==> src/rtl/core/ptc_pkg.sv <==
package ptc_pkg;

   // saturation bound used by most rounding steps
   localparam logic [63:0] CAP61 = 64'h2000_0000_0000_0000;

   // reading kinds
   localparam logic CMD_TEMP = 1'b0;
   localparam logic CMD_PRES = 1'b1;

   // result status codes
   localparam logic [1:0] ST_OK   = 2'd0;
   localparam logic [1:0] ST_DIV0 = 2'd1;
   localparam logic [1:0] ST_SAT  = 2'd2;

   typedef struct packed {
      logic        start;
      logic [63:0] a;
      logic [63:0] b;
      logic [6:0]  k;      // rounding shift, at least 1
   } mul_req_type;

   typedef struct packed {
      logic        done;
      logic [63:0] prod;   // low half of the full product
      logic [63:0] res;    // round(a*b / 2^k), saturated at CAP61
   } mul_rsp_type;

   typedef struct packed {
      logic        start;
      logic [63:0] n;
      logic [63:0] d;
      logic [63:0] cap;
      logic [6:0]  s;      // result is round(n * 2^s / d)
   } div_req_type;

   typedef struct packed {
      logic        done;
      logic [63:0] q;
   } div_rsp_type;

   function automatic logic [63:0] mag(input logic signed [63:0] v);
      return v[63] ? 64'(-v) : 64'(v);
   endfunction

   function automatic logic signed [63:0] to_signed(input logic [63:0] m, input logic neg);
      return neg ? -signed'(m) : signed'(m);
   endfunction

   // round(v / 2^k), ties away from zero
   function automatic logic signed [63:0] round_shift(input logic signed [63:0] v,
                                                      input int unsigned k);
      logic [63:0] m;
      logic [63:0] r;
      m = mag(v);
      r = (m + (64'd1 << (k - 1))) >> k;
      return to_signed(r, v[63]);
   endfunction

endpackage

==> src/rtl/core/ptc_div.sv <==
module ptc_div (
   input  logic                  clock,
   input  logic                  reset,
   input  ptc_pkg::div_req_type  req,
   output ptc_pkg::div_rsp_type  rsp
);
   import ptc_pkg::*;

   logic        busy_ff;
   logic        done_ff;
   logic        sat_ff;
   logic [6:0]  cnt_ff;
   logic [63:0] dvd_ff;
   logic [63:0] r_ff;
   logic [63:0] d_ff;
   logic [63:0] q_ff;
   logic [63:0] cap_ff;
   logic [63:0] lim_ff;
   logic [63:0] res_ff;

   logic [63:0] r2;
   logic        ge;
   logic [63:0] rn;
   logic [63:0] qn;

   // restoring step: one quotient bit per cycle
   always_comb begin
      r2 = {r_ff[62:0], dvd_ff[63]};
      ge = (r2 >= d_ff);
      rn = ge ? r2 - d_ff : r2;
      qn = {q_ff[62:0], ge};
   end

   always_ff @(posedge clock) begin
      if (reset) begin
         busy_ff <= 1'b0;
         done_ff <= 1'b0;
         cnt_ff  <= '0;
         sat_ff  <= 1'b0;
      end else begin
         done_ff <= 1'b0;
         if (req.start) begin
            dvd_ff  <= req.n;
            d_ff    <= req.d;
            cap_ff  <= req.cap;
            lim_ff  <= req.cap << 1;
            cnt_ff  <= 7'd65 + req.s;
            r_ff    <= '0;
            q_ff    <= '0;
            sat_ff  <= 1'b0;
            busy_ff <= 1'b1;
         end else if (busy_ff) begin
            if (cnt_ff == 7'd0) begin
               busy_ff <= 1'b0;
               done_ff <= 1'b1;
               res_ff  <= sat_ff ? cap_ff : (q_ff + 64'd1) >> 1;
            end else begin
               dvd_ff <= dvd_ff << 1;
               r_ff   <= rn;
               cnt_ff <= cnt_ff - 7'd1;
               // quotient only grows, so an overrun is final
               if (!sat_ff) begin
                  if (qn > lim_ff) begin
                     sat_ff <= 1'b1;
                  end else begin
                     q_ff <= qn;
                  end
               end
            end
         end
      end
   end

   assign rsp.done = done_ff;
   assign rsp.q    = res_ff;

endmodule

==> config.mk <==
export PLATFORM = sky130hd
export DESIGN_NAME = ptc_div
export DESIGN_NICKNAME = d
export VERILOG_FILES = /design/src/rtl/core/ptc_pkg.sv /design/src/rtl/core/ptc_div.sv
export SDC_FILE = /design/constraint.sdc
export NUM_CORES = 1
export LEC_CHECK = 0
export ABC_AREA = 1
export BUFFER_PORTS_ARGS = -buffer_cell sky130_fd_sc_hd__clkbuf_2
export CAP_MARGIN = 10
export CORE_MARGIN = 2
export CORE_UTILIZATION = 41
export CTS_CLUSTER_DIAMETER = 80
export DETAILED_ROUTE_END_ITERATION = 8
export HOLD_SLACK_MARGIN = 0.06
export SLEW_MARGIN = 20
export SYNTH_ARGS = -nofsm -noshare
export SYNTH_HDL_FRONTEND = slang
export SYNTH_SLANG_ARGS = --single-unit
==> constraint.sdc <==
create_clock -name clock -period 6.75 [get_ports clock]
set_input_delay 0.3375 -clock clock [delete_from_list [all_inputs] [get_ports clock]]
set_output_delay 0.3375 -clock clock [all_outputs]
set_load 0.02 [all_outputs]
Word level (Yosys, flattened, before mapping)
Index checks and enable logic that the tools add are counted.
Widths: inputs -> output; s select.
{"block": "totals", "register_bits": 456, "latch_bits": 0, "ramBits": 0, "romBits": 0, "inputBits": 202, "output_inout_bits": 65, "elab_cells": 55, "memories": 0}
{"block": "op_classes", "addsub": 4, "multipliers": 0, "div_mod_pow": 0, "order_cmp": 2, "n_eq_ne": 3, "shifts": 0, "muxes": 20, "bitwise": 4, "reduce_logical": 10}
{"cell": "$mux 64", "n": 7}
{"cell": "$mux 63", "n": 4}
{"cell": "$add 64x1->64 const B", "n": 1}
{"cell": "$ge 64x64->1", "n": 1}
{"cell": "$gt 64x64->1", "n": 1}
{"cell": "$sub 63x63->63", "n": 1}
{"cell": "$mux 7", "n": 3}
{"cell": "$add 7x7->7 const A", "n": 1}
{"cell": "$logic_not 7->1", "n": 1}
{"cell": "$sub 7x1->7 const B", "n": 1}
{"cell": "$mux 1", "n": 6}
{"cell": "$ne 2x2->1 const B", "n": 3}
{"cell": "$reduce_and 2->1", "n": 3}
{"cell": "$reduce_and 5->1", "n": 1}
{"cell": "$not 1->1", "n": 4}
{"cell": "$reduce_and 4->1", "n": 1}
{"cell": "$reduce_and 3->1", "n": 1}
{"cell": "$reduce_or 3->1", "n": 1}
{"cell": "$reduce_bool 2->1", "n": 1}
{"cell": "$reduce_or 2->1", "n": 1}

Logic depth before layout (Yosys ltp)
{"block": "depth", "ltp_word": 6, "depth_mapped": 19, "depth_no_buf": 18}

Worst setup path before layout
OpenSTA, ideal clock, no wires.
{"block": "synth_timing", "path_type": "input to register", "startpoint": "input port req[199] (netlist name)", "endpoint": "register cap_ff[0], enable pin", "setup_time_ns": 0.617, "t_arrival_ns": 6.404, "required_time_ns": 6.133, "setup_slack_ns": -0.271, "stages": 5, "cell_sequence": "clkbuf_1 inv_1 clkbuf_1 clkbuf_1 nor2_1"}
{"block": "synth_via", "elab_chain_len": 1}
{"element": "from (decl)", "line_no": "ptc_div.sv:4", "text": "input ptc_pkg::div_req_type req,"}
{"element": "$reduce_and 2->1 (no source line)"}
{"element": "to (signal assigned)", "line_no": "ptc_div.sv:45", "text": "cap_ff <= req.cap;"}
{"element": "to (decl)", "line_no": "ptc_div.sv:17", "text": "logic [63:0] cap_ff;"}
No other way between the ends.
A chain may end at the register's enable or synchronous reset.

Worst setup path in the final report
{"block": "layout_timing", "startpoint": "register q_ff[30]", "endpoint": "register q_ff[50], enable pin"}
{"block": "layout_via", "elab_chain_len": 3}
{"element": "from (decl)", "line_no": "ptc_div.sv:16", "text": "logic [63:0] q_ff;"}
{"element": "from (signal assigned)", "line_no": "ptc_div.sv:66", "text": "q_ff <= qn;"}
{"element": "$gt 64x64->1", "line_no": "ptc_div.sv:63", "text": "if (qn > lim_ff) begin"}
{"element": "$ne 2x2->1 (no source line)"}
{"element": "$reduce_and 5->1 (no source line)"}
No other way between the ends.

==> summary.txt <==
Floorplan
  – Die width: about 240 um
  – Core area: roughly 57000 sq um
  – Site row count: 88
  – Die Area: between 50000 and 60000 sq um
  – Initial core utilization: 0.414
  – Die height: about 240 um
  – I/O pins: ~270

Yosys
  – Cell accounting for the most synthesized area: edfxtp_1
  – Syn nets: 3214
  – Post-synthesis cell area: 23800 sq um
  – Post-synth EDFFs: between 300 and 400
  – Post-synth top area share: 0.484
  – Dominant cells by area after synthesis: edfxtp_1 (48%), nand2_1 (13%), ha_1 (6.9%)
  – Synth Flop Type: edfxtp_1
  – Post-Synthesis Cells: roughly 2900
  – Sequential share of the synthesized area: 0.492
  – FFs w/ async S/R, synth: 0
  – Flop and latch count out of synthesis: roughly 390
  – Unique masters post-synth: 50
  – YS warnings: 0
  – Average size of a mapped cell: slightly above 8 sq um

STA
  – Max Slew Vio Count: 0
  – Final setup viols: 0
  – Setup TNS Final: 0 ns
  – Fin. Hold Viols: 0
  – Clock period minus worst slack: roughly 3.9 ns
  – Hold Slack: around 0.13 ns
  – Worst slew pin tran: approximately 1.0 ns
  – Period utilization: 0.582
  – RSZ-0062 raised after global routing: no
  – Fmax: about 250 MHz
  – Slew headroom: 0.323
  – Skew final: between 0.02 and 0.025 ns

Pwr
  – Internal Power: a little under 5 mW
  – Switch Pwr: 2.13 mW
  – Switching part of the total: 0.302
  – Clock power share: 0.366
  – Leakage Power: 13.4 nW
  – Power Density: 240 nW/um^2
  – Logic pwr share: 0.209
  – Share of total power in sequential cells: 0.425
  – VDD IR-drop max: 0.199 mV

Routing
  – Post-route DRC: 0
  – Post-DR vias/cell: about 5
  – Via count: between 20000 and 25000
  – DRT Wirelength: between 70000 and 80000 um
  – DRT Pass-1 Iters: 7
  – Wire length per cell: between 15 and 20 um
  – Starting DRC count in detailed routing: ~1400
  – Detail Route Antenna Nets: 0

Critical path
  – Required @ worst endpoint: 6.98 ns
  – Cell family with most CP delay: simple AND/OR/NAND/NOR gates
  – Crit Path Max Fanout: 37
  – Reg2Reg Launch Point: q_ff[30]
  – CP startpoint: q_ff[30]
  – Setup crit end kind: register
  – Worst path bufs/invs: 1
  – CP peak stage delay: approximately 0.66 ns
  – Setup CP Type: register to register
  – CP Cell Sequence: ha_1 -> nand2_1 -> nor2_1 -> nand2_1 -> nor3_1 -> nand3_1 -> nor2_1 -> nand3_1 -> nand3_1 -> nand2_1 -> nor2_4 -> buf_4
  – Worst EP arrival: slightly above 4 ns
  – Worst path slowest cell: nor2_4
  – Worst setup SP type: register

Outcome
  – Status: complete, no violations

CTS
  – Clock H-tree levels: 2
  – CTS tree: built
  – TritonCTS buffer count: 48
  – Clk_lat worst skew: slightly above 0.6 ns
  – # resized after CTS: 0
  – CTS Sinks: approximately 390
  – CTS root buf: clkbuf_16
  – Longest Clk Path Bufs: 3
  – Clock transition at path regs: around 0.060 ns

Global routing
  – Largest net degree at the start of global routing: 113
  – GR Util All Layers: 0.244
  – Initial antenna violation count: 4
  – Number of global-route vias before repair: 21055
  – First-pass GRT wire length: ~110000 um
  – Global route overflow: 0

Cells and area
  – Commonest non-fill, non-tap cell in the layout: nand2_1
  – Commonest cells after routing, fill and taps aside: nand2_1 (831), inv_1 (433), edfxtp_1 (383), nor2_1 (304), clkbuf_2 (265)
  – NumNets Final: around 3700
  – Share of cells above drive strength 1: 0.122
  – Area delta synth->final: 23.7%

Min path
  – Hold/Removal Path Class: input pin to register
  – HP Start: req[162]

Placed design
  – Dpl hpwl: 55400 um
  – Final Wtd Congestion: around 1
  – IO Port Bufs: 266

Flow run
  – # Max-Cap Violations: 0
[flip-flops by register name (all words and copies together) (netlist names)]
register  flops
sat_ff        1
res_ff       64
d_ff         64
q_ff         64
cap_ff       64
done_ff       1
dvd_ff       64
busy_ff       1
r_ff         63
cnt_ff        7
[metal layers]
layer	global-route usage	part of all wire	up-vias
met5	0	0	-
met4	0.101	0.042	0
met3	0.0261	0.044	159
met2	0.426	0.49	642
met1	0.307	0.43	9712
li1	-	-	10349
[cell type report]
| class | count | area, sq um |
|---|---|---|
| tap | 765 | 957 |
| antenna | 5 | 12.5 |
| clock buffer | 58 | 1260 |
| multi-input combinational | 1981 | 10100 |
| sequential | 393 | 11700 |
| fill | 5521 | 28000 |
| timing repair buffer | 469 | 3360 |
| clock inverter | 31 | 305 |
| inverter | 449 | 1690 |
[Yosys cell counts, types with 30 or more instances]
master and instances:
clkbuf_1 36, nand3_1 87, nor2_1 307, edfxtp_1 383
nand2_1 831, a21oi_1 163, ha_1 131, nor3_1 46
nand4_1 37, o21ai_0 138, inv_1 435, xor2_1 55
xnor2_1 30, o21ai_1 47
[tightest hold or removal path: stages]
cell      delay, ns
clkbuf_2       0.08
nand2_1        0.05
nand2_1        0.14
[metrics by stage]
step                std cells  total power, mW   util  area (sq um)  setup WS, ns
floorplan                2880             3.99      -         23800          1.88
global placement         3863             4.39  0.450         25900          2.97
detailed placement       3863             4.40  0.450         25900          2.78
CTS                      4145             7.10  0.511         29400          2.75
global route             4149             7.39  0.512         29400          2.59
finish                   4151             7.05  0.512         29400          2.82
[kinds of logic after synthesis]
logic type | count (synthesis) | synth area share
flip-flops | 393 | 0.492
AND/OR/NAND/NOR | 1377 | 0.239
buffers and inverters | 506 | 0.0827
AO/OA/AOI/OAI | 387 | 0.0857
XOR/XNOR | 85 | 0.0313
adder cells (fa/ha/maj) | 132 | 0.0698
[power by group through the flow]
stage	sequential (mW)	clock, mW	combinational, mW
5_1_grt	3.01	2.73	1.65
2_1_floorplan	3.03	0	0.962
3_3_place_gp	3.03	0	1.35
3_5_place_dp	3.04	0	1.36
4_1_cts	2.99	2.64	1.46
6_report	2.99	2.58	1.47
[final timing paths]
check / to / cells after the start / slack [ns]
max reg2reg: q_ff[50] / 12 / 2.82
min: dvd_ff[27] / 3 / 0.13
min reg2reg: cnt_ff[6] / 1 / 0.50
max: q_ff[50] / 12 / 2.82
[timing repair]
| action | 4_1_cts | 5_1_grt |
|---|---|---|
| hold buffers | 193 | 0 |
| hold endpoints to repair | 192 | 0 |
| setup buffers | 0 | 0 |
(Power assumes the default switching activity.)
