`src/rtl/core/ptc_pkg.sv`:
```
package ptc_pkg;

   // saturation bound used by most rounding steps
   localparam logic [63:0] CAP61 = 64'h2000_0000_0000_0000;

   // reading kinds
   localparam logic CMD_TEMP = 1'b0;
   localparam logic CMD_PRES = 1'b1;

   // result status codes
   localparam logic [1:0] ST_OK   = 2'd0;
   localparam logic [1:0] ST_DIV0 = 2'd1;
   localparam logic [1:0] ST_SAT  = 2'd2;

   typedef struct packed {
      logic        start;
      logic [63:0] a;
      logic [63:0] b;
      logic [6:0]  k;      // rounding shift, at least 1
   } mul_req_type;

   typedef struct packed {
      logic        done;
      logic [63:0] prod;   // low half of the full product
      logic [63:0] res;    // round(a*b / 2^k), saturated at CAP61
   } mul_rsp_type;

   typedef struct packed {
      logic        start;
      logic [63:0] n;
      logic [63:0] d;
      logic [63:0] cap;
      logic [6:0]  s;      // result is round(n * 2^s / d)
   } div_req_type;

   typedef struct packed {
      logic        done;
      logic [63:0] q;
   } div_rsp_type;

   function automatic logic [63:0] mag(input logic signed [63:0] v);
      return v[63] ? 64'(-v) : 64'(v);
   endfunction

   function automatic logic signed [63:0] to_signed(input logic [63:0] m, input logic neg);
      return neg ? -signed'(m) : signed'(m);
   endfunction

   // round(v / 2^k), ties away from zero
   function automatic logic signed [63:0] round_shift(input logic signed [63:0] v,
                                                      input int unsigned k);
      logic [63:0] m;
      logic [63:0] r;
      m = mag(v);
      r = (m + (64'd1 << (k - 1))) >> k;
      return to_signed(r, v[63]);
   endfunction

endpackage

```
`src/rtl/core/ptc_mul.sv`:
```
module ptc_mul (
   input  logic                  clock,
   input  logic                  reset,
   input  ptc_pkg::mul_req_type  req,
   output ptc_pkg::mul_rsp_type  rsp
);
   import ptc_pkg::*;

   logic         busy_ff;
   logic         done_ff;
   logic [2:0]   cnt_ff;
   logic [63:0]  a_ff;
   logic [63:0]  b_ff;
   logic [6:0]   k_ff;
   logic [127:0] acc_ff;
   logic [63:0]  res_ff;

   logic [15:0]  chunk;
   logic [79:0]  part;
   logic [127:0] rnd;
   logic [127:0] shd;

   // one 64x16 partial product per cycle, then a rounding step
   always_comb begin
      chunk = b_ff[{cnt_ff[1:0], 4'b0} +: 16];
      part  = a_ff * chunk;
      rnd   = acc_ff + (128'd1 << (k_ff - 7'd1));
      shd   = rnd >> k_ff;
   end

   always_ff @(posedge clock) begin
      if (reset) begin
         busy_ff <= 1'b0;
         done_ff <= 1'b0;
         cnt_ff  <= '0;
      end else begin
         done_ff <= 1'b0;
         if (req.start) begin
            a_ff    <= req.a;
            b_ff    <= req.b;
            k_ff    <= req.k;
            acc_ff  <= '0;
            cnt_ff  <= '0;
            busy_ff <= 1'b1;
         end else if (busy_ff) begin
            if (cnt_ff[2]) begin
               busy_ff <= 1'b0;
               done_ff <= 1'b1;
               res_ff  <= (shd[127:64] != 64'd0 || shd[63:0] > CAP61) ? CAP61 : shd[63:0];
            end else begin
               acc_ff <= acc_ff + (128'(part) << {cnt_ff[1:0], 4'b0});
               cnt_ff <= cnt_ff + 3'd1;
            end
         end
      end
   end

   assign rsp.done = done_ff;
   assign rsp.prod = acc_ff[63:0];
   assign rsp.res  = res_ff;

endmodule

```
`config.mk`:
```
export PLATFORM = sky130hd
export DESIGN_NAME = ptc_mul
export DESIGN_NICKNAME = d
export VERILOG_FILES = /design/src/rtl/core/ptc_pkg.sv /design/src/rtl/core/ptc_mul.sv
export SDC_FILE = /design/constraint.sdc
export NUM_CORES = 2
export LEC_CHECK = 0
export BUFFER_PORTS_ARGS = -buffer_cell sky130_fd_sc_hd__clkbuf_2
export CAP_MARGIN = 20
export CORE_MARGIN = 5
export CORE_UTILIZATION = 37
export CTS_BUF_LIST = sky130_fd_sc_hd__clkbuf_8
export DETAILED_ROUTE_END_ITERATION = 6
export PLACE_DENSITY_LB_ADDON = 0.25
export SYNTH_ARGS = -nofsm -noshare
export SYNTH_HDL_FRONTEND = slang
export SYNTH_SLANG_ARGS = --single-unit
```
`constraint.sdc`:
```
create_clock -name clock -period 12.28 [get_ports clock]
set_clock_uncertainty 0.05 [all_clocks]
set_input_delay 1.228 -clock clock [delete_from_list [all_inputs] [get_ports clock]]
set_output_delay 1.228 -clock clock [all_outputs]
set_load 0.05 [all_outputs]
```
# ---- After elaboration in Yosys (flattened, before gate mapping)
# Index checks and enable logic that the tools add are counted.
dict set report op_classes {
  add_sub_neg 4
  mul 1
  div 0
  n_lt_le_gt_ge 1
  eq_ne 1
  shifts 4
  n_mux 7
  n_bitwise 4
  n_reduce_logical 9
}
# operator n
set ops {}
lappend ops {{$add 128x128->128} 2}
lappend ops {{$mux 128} 2}
lappend ops {{$shl 1x7->128 const A} 1}
lappend ops {{$shl 80x6->128} 1}
lappend ops {{$shr 128x7->128} 1}
lappend ops {{$mul 64x16->80} 1}
lappend ops {{$gt 64x62->1 const B} 1}
lappend ops {{$reduce_bool 64->1} 1}
lappend ops {{$shiftx 64x7->16} 1}
lappend ops {{$sub 7x1->7 const B} 1}
lappend ops {{$mux 1} 4}
lappend ops {{$not 1->1} 4}
lappend ops {{$reduce_and 2->1} 2}
lappend ops {{$reduce_and 4->1} 1}
lappend ops {{$add 3x1->3 const B} 1}
lappend ops {{$mux 3} 1}
lappend ops {{$reduce_and 3->1} 1}
lappend ops {{$reduce_or 3->1} 1}
lappend ops {{$ne 2x2->1 const B} 1}
lappend ops {{$reduce_bool 2->1} 1}
lappend ops {{$reduce_or 2->1} 1}
lappend ops {{$logic_or 1x1->1} 1}
dict set report totals {
  ff_bits 332
  latchBits 0
  ramBits 0
  mem_bits_ro 0
  in_bits 138
  elab_cells 40
  mem_count 0
}

# ---- Logic depth before layout (Yosys ltp)
dict set report logic_depth {
  ltp_word 6
  depth_mapped 55
}

# ---- Worst setup path before layout
# No wires, ideal clock.
dict set report synth_path {
  kind {register to register}
  start {register cnt_ff[0]}
  end {register acc_ff[126] (data pin)}
  arrival_time_ps 12098
  required_ps 11964
  path_slack_ps -134
  stages_incl_launch_ff 50
  n_path_buf 5
  period_less_slack_ps 12414
  path_cell_list {dfxtp_1 -> clkbuf_1 -> clkbuf_1 -> mux4_2 -> clkbuf_1 -> clkbuf_1 -> nand2_1 -> fa_1 -> fa_1 -> fa_1 -> inv_1 -> fa_1 -> fa_1 -> inv_1 -> fa_1 -> inv_1 -> ha_1 -> a21o_1 -> [... 14 more ...] -> o22ai_1 -> ha_1 -> clkbuf_1 -> and2_1 -> nand3_1 -> or4_1 -> a2111oi_0 -> o21ba_2 -> a21oi_1 -> o2111a_1 -> o31ai_1 -> a211oi_1 -> o41ai_1 -> and4_1 -> nor2_1 -> o21ai_0 -> xnor2_1 -> nor2_1}
}
dict set report synth_between {
  elab_chain_len 6
}
# element line_no
set synth_lines {}
lappend synth_lines {{start: declaration} ptc_mul.sv:11} ;# logic [2:0] cnt_ff;
lappend synth_lines {{start signal: assignment} ptc_mul.sv:52} ;# cnt_ff <= cnt_ff + 3'd1;
lappend synth_lines {{$shiftx 64x7->16} ptc_mul.sv:25} ;# chunk = b_ff[{cnt_ff[1:0], 4'b0} +: 16];
lappend synth_lines {{$mul 64x16->80} ptc_mul.sv:26} ;# part = a_ff * chunk;
lappend synth_lines {{$shl 80x6->128 (*)} ptc_mul.sv:51} ;# acc_ff <= acc_ff + (128'(part) << {cnt_ff[1:0], 4'b0});
lappend synth_lines {{$add 128x128->128 (*)} ptc_mul.sv:51}
lappend synth_lines {{$mux 128 (*)} ptc_mul.sv:46} ;# if (cnt_ff[2]) begin
lappend synth_lines {{$mux 128 (*)} ptc_mul.sv:45} ;# end else if (busy_ff) begin
lappend synth_lines {{end signal: assignment} ptc_mul.sv:51}
lappend synth_lines {{end: declaration} ptc_mul.sv:15} ;# logic [127:0] acc_ff;
# Mark *: on every way between the ends. The rest lies on a longest branch, timed or not. The select of a mux whose other input is x is not followed.
# A chain may end at the register's enable or synchronous reset.

# ---- Final worst setup path
dict set report layout_path {
  start {register cnt_ff[0]}
  end {register acc_ff[124] (data pin)}
}
# Same word-level chain as after synthesis.

==> results.txt <==
The run finished, with violations left. The final reports fail on design-rule violations. The worst setup path is of the flip-flop to flip-flop kind. The total grt overflow is 0. Synthesis produced between 10000 and 15000 cells. The worst path arrival time is 12.68 ns. The starting utilization of the core area is between 30 and 40%. STA classifies the critical path startpoint as a flip-flop. The root buffer cell chosen for the clock tree is sky130_fd_sc_hd__clkbuf_8. The number of levels in the clock H-tree is 3. The tool flagged a number of max-cap violations equal to 0.

The core region is 217000 um^2. The number of vias in the routed layout is 89758. The number of nets in the final layout is ~13000.

Along the worst path, the maximum fanout reaches 16. The proportion of synthesized flip-flops having asynchronous set or reset is 0%. The worst setup path is captured at a flip-flop. The initial antenna violation count came to 33. For the worst-skew pair, the clock arrives at the later sink with an insertion delay of 0.92 ns. The total number of placement rows came out at approximately 170. Compared with the post-synthesis result, the final layout area differs by 22.5%. Once detailed placement completed, the half-perimeter wirelength came to 377 mm. The filler cells instantiated in the layout total 21870. The number of DRC markers in iteration 0 came out at 10915. Synthesis inferred 332 register bits. Dividing the detail-routed wire length by the instance count gives 31.2 um. The count of input and output buffers is 266.

Clock-pin slew was measured on the worst setup and hold paths at ~0.06 ns. The maximum count of clock buffers along a single path is 3. The number of detailed-routing iterations run before antenna repair is 7.

The clock drives between 300 and 400 sinks. The count of final setup violators is 0. The number of clock buffers inserted by TritonCTS is 70. The area after detailed placement is 95600 um^2. The area used by sequential logic in the layout is 9930 um^2.

The via density per instance came out at 6.19. The dominant register cell in the synthesized netlist is sky130_fd_sc_hd__edfxtp_1. Derived from the worst setup path, the maximum achievable clock frequency is 82.4 MHz. The endpoint required time on the critical path came out at 12.82 ns. In this run the remaining antenna-violating nets after routing total 0.

The count of final max-slew check failures is 0. The floorplan step set the die width to 477 um. The share of the core filled with cells is between 40% and 50%. The number of non-filler instances in the completed layout came out at 14495. Setup repair after global routing could not meet its margin everywhere. The synthesized area per cell is 7.90 um^2. The summed instance area of the synthesized netlist is between 80000 and 90000 um^2. The combined global-route utilization of all metal layers came out at 38.2%. The pin slew with the least headroom to its limit came out at 1.27 ns. The pin count of the biggest net entering global routing is 136.

roughly 270 I/O pins were placed. The TritonCTS clock tree is built. The number of placed instances with taps included is 14283. The number of remaining DRC errors came out at 10.

The wire length of the first global-routing pass came out at 639 mm. Of the available clock period, the critical path in the final layout requires just under 100%. The die covers between 200000 and 250000 um^2.

The final instance area came out at about 99000 um^2. For this design, the slowest cell found on the critical path is sky130_fd_sc_hd__xnor2_1. The footprint of the multi-input gates is 65400 um^2. The count of warnings emitted by yosys came out at 0. The final critical-path required period is 12.14 ns.

After detailed routing, the total wire length is 453 mm. Counting stages on the worst path, the most repeated cell is sky130_fd_sc_hd__fa_1. The last weighted congestion value of the routability-driven placer is 1.06. For flop-to-flop paths, the worst setup slack is 0.14 ns.

The netlist uses 117 different library cells. The count of endpoints failing hold in the final timing report was 0. The vertical extent of the die came out at between 400 and 500 um. The number of global-route vias before repair was 88320. The share of layout cells above drive strength 1 is 21.9%.

In this design, the stage delay of the slowest critical-path cell is roughly 0.70 ns. The worst slew margin relative to its limit is between 10% and 20%. The sequential cell area fraction in the yosys report came out at 12.3%. The number of flops mapped to enable cells by yosys came out at around 330. The path category of the worst min-delay check is input port to flip-flop.
## area by class of cell
type / instances / share of cell area (%)
diodes: 30 / 0.0758
clock inverters: 53 / 0.420
repair buffers: 1950 / 15.0
clock buffers: 70 / 0.973
multi-input cells: 8197 / 66.1
inverters: 1009 / 3.83
well taps: 2854 / 3.61
flip-flops and latches: 332 / 10.0
## routing by layer
metal	global-route usage, %	wire, um	vias up
li1	-	-	38550
met1	50.1	182000	44809
met2	56.4	188000	5243
met3	10.5	49300	1140
met4	22.4	32800	16
met5	0	101	-
## logic make-up after synthesis
kind of cell | synth area share [%]
buffers and inverters | 8.37
and+or+nand+nor | 22.8
AOI/OAI and AO/OA | 21.1
other | 0.00464
muxes | 4.79
xor gates and xnor gates | 2.90
DFF | 12.3
adders and majority gates | 27.8
## cell usage after synthesis (all sizes together) (54+ instances only)
library cell,instances,area share (%)
and2,411,3.2
o21a,80,0.74
a31oi,85,0.67
o211ai,94,0.89
clkbuf,486,2.3
nor2b,54,0.42
xor2,123,1.3
a21o,235,2.2
a211oi,144,1.4
nor2,872,4.1
nor3,206,1.3
xnor2,145,1.6
mux2i,164,2.0
o22ai,71,0.56
inv,1006,4.7
nand2b,67,0.52
o21ai,468,2.9
nand2,1377,6.4
ha,407,6.3
nor4,72,0.64
and3,133,1.0
a21oi,608,3.8
mux4,66,1.8
buf,203,1.4
fa,868,21
nand4,180,1.4
mux2,66,0.92
nand3,229,1.4
edfxtp,327,12
## registers in the layout (all words and copies together) (netlist names)
| register | count |
|---|---|
| a_ff | 64 |
| res_ff | 64 |
| done_ff | 1 |
| cnt_ff | 3 |
| busy_ff | 1 |
| acc_ff | 128 |
| b_ff | 64 |
| k_ff | 7 |
## per-stage QoR
stage / setup TNS (ns) / worst slack, ns / hold slack [ns]
floorplan: 0 / 0.0434 / 0.401
global placement: -23.65 / -1.15 / 0.457
detailed placement: -27.13 / -1.28 / 0.467
CTS: -0.0627 / -0.0627 / 0.353
global route: -0.400 / -0.130 / 0.410
finish: 0 / 0.144 / 0.440
## placed cells by master (no fill, tap or decap), types with 234 or more instances in the layout
cell type and instances:
sky130_fd_sc_hd__ha_1 392, sky130_fd_sc_hd__nor2_1 851, sky130_fd_sc_hd__clkbuf_2 265, sky130_fd_sc_hd__nand2_1 1362
sky130_fd_sc_hd__and2_1 402, sky130_fd_sc_hd__inv_1 1008, sky130_fd_sc_hd__edfxtp_1 327, sky130_fd_sc_hd__a21oi_1 557
sky130_fd_sc_hd__fa_1 859, sky130_fd_sc_hd__o21ai_0 395, sky130_fd_sc_hd__buf_4 1606, sky130_fd_sc_hd__a21o_1 234
## path summary, 6_finish.rpt
check                               from                   endpoint  cells after the start
setup / recovery  cnt_ff[0]$_SDFFE_PN0P_  acc_ff[124]$_SDFFCE_PP0P_                     48
hold / removal                  req[129]         a_ff[58]$_DFFE_PP_                      1
setup reg to reg  cnt_ff[0]$_SDFFE_PN0P_  acc_ff[124]$_SDFFCE_PP0P_                     48
hold reg to reg   cnt_ff[2]$_SDFFE_PN0P_     cnt_ff[2]$_SDFFE_PN0P_                      2
## worst max-delay path, delay by kind of cell (launching register included)
kind                       cells  cell delay (ns)
AOI/OAI and AO/OA             19             4.03
xor gates and xnor gates       2             0.86
DFF                            1             0.37
adders and majority gates      8             3.54
buffers and inverters         11             1.39
muxes                          1             0.56
and+or+nand+nor                7             0.96
## what timing repair did
action,4_1_cts,5_1_grt
resized for setup,93,230
pin swaps,43,149
setup endpoints to repair,47,40
setup buffers,22,34
hold buffers,0,0
cloned,0,7
Power is not shown: default switching activity piles up to over one toggle a cycle in this logic, so the estimate is an artifact.
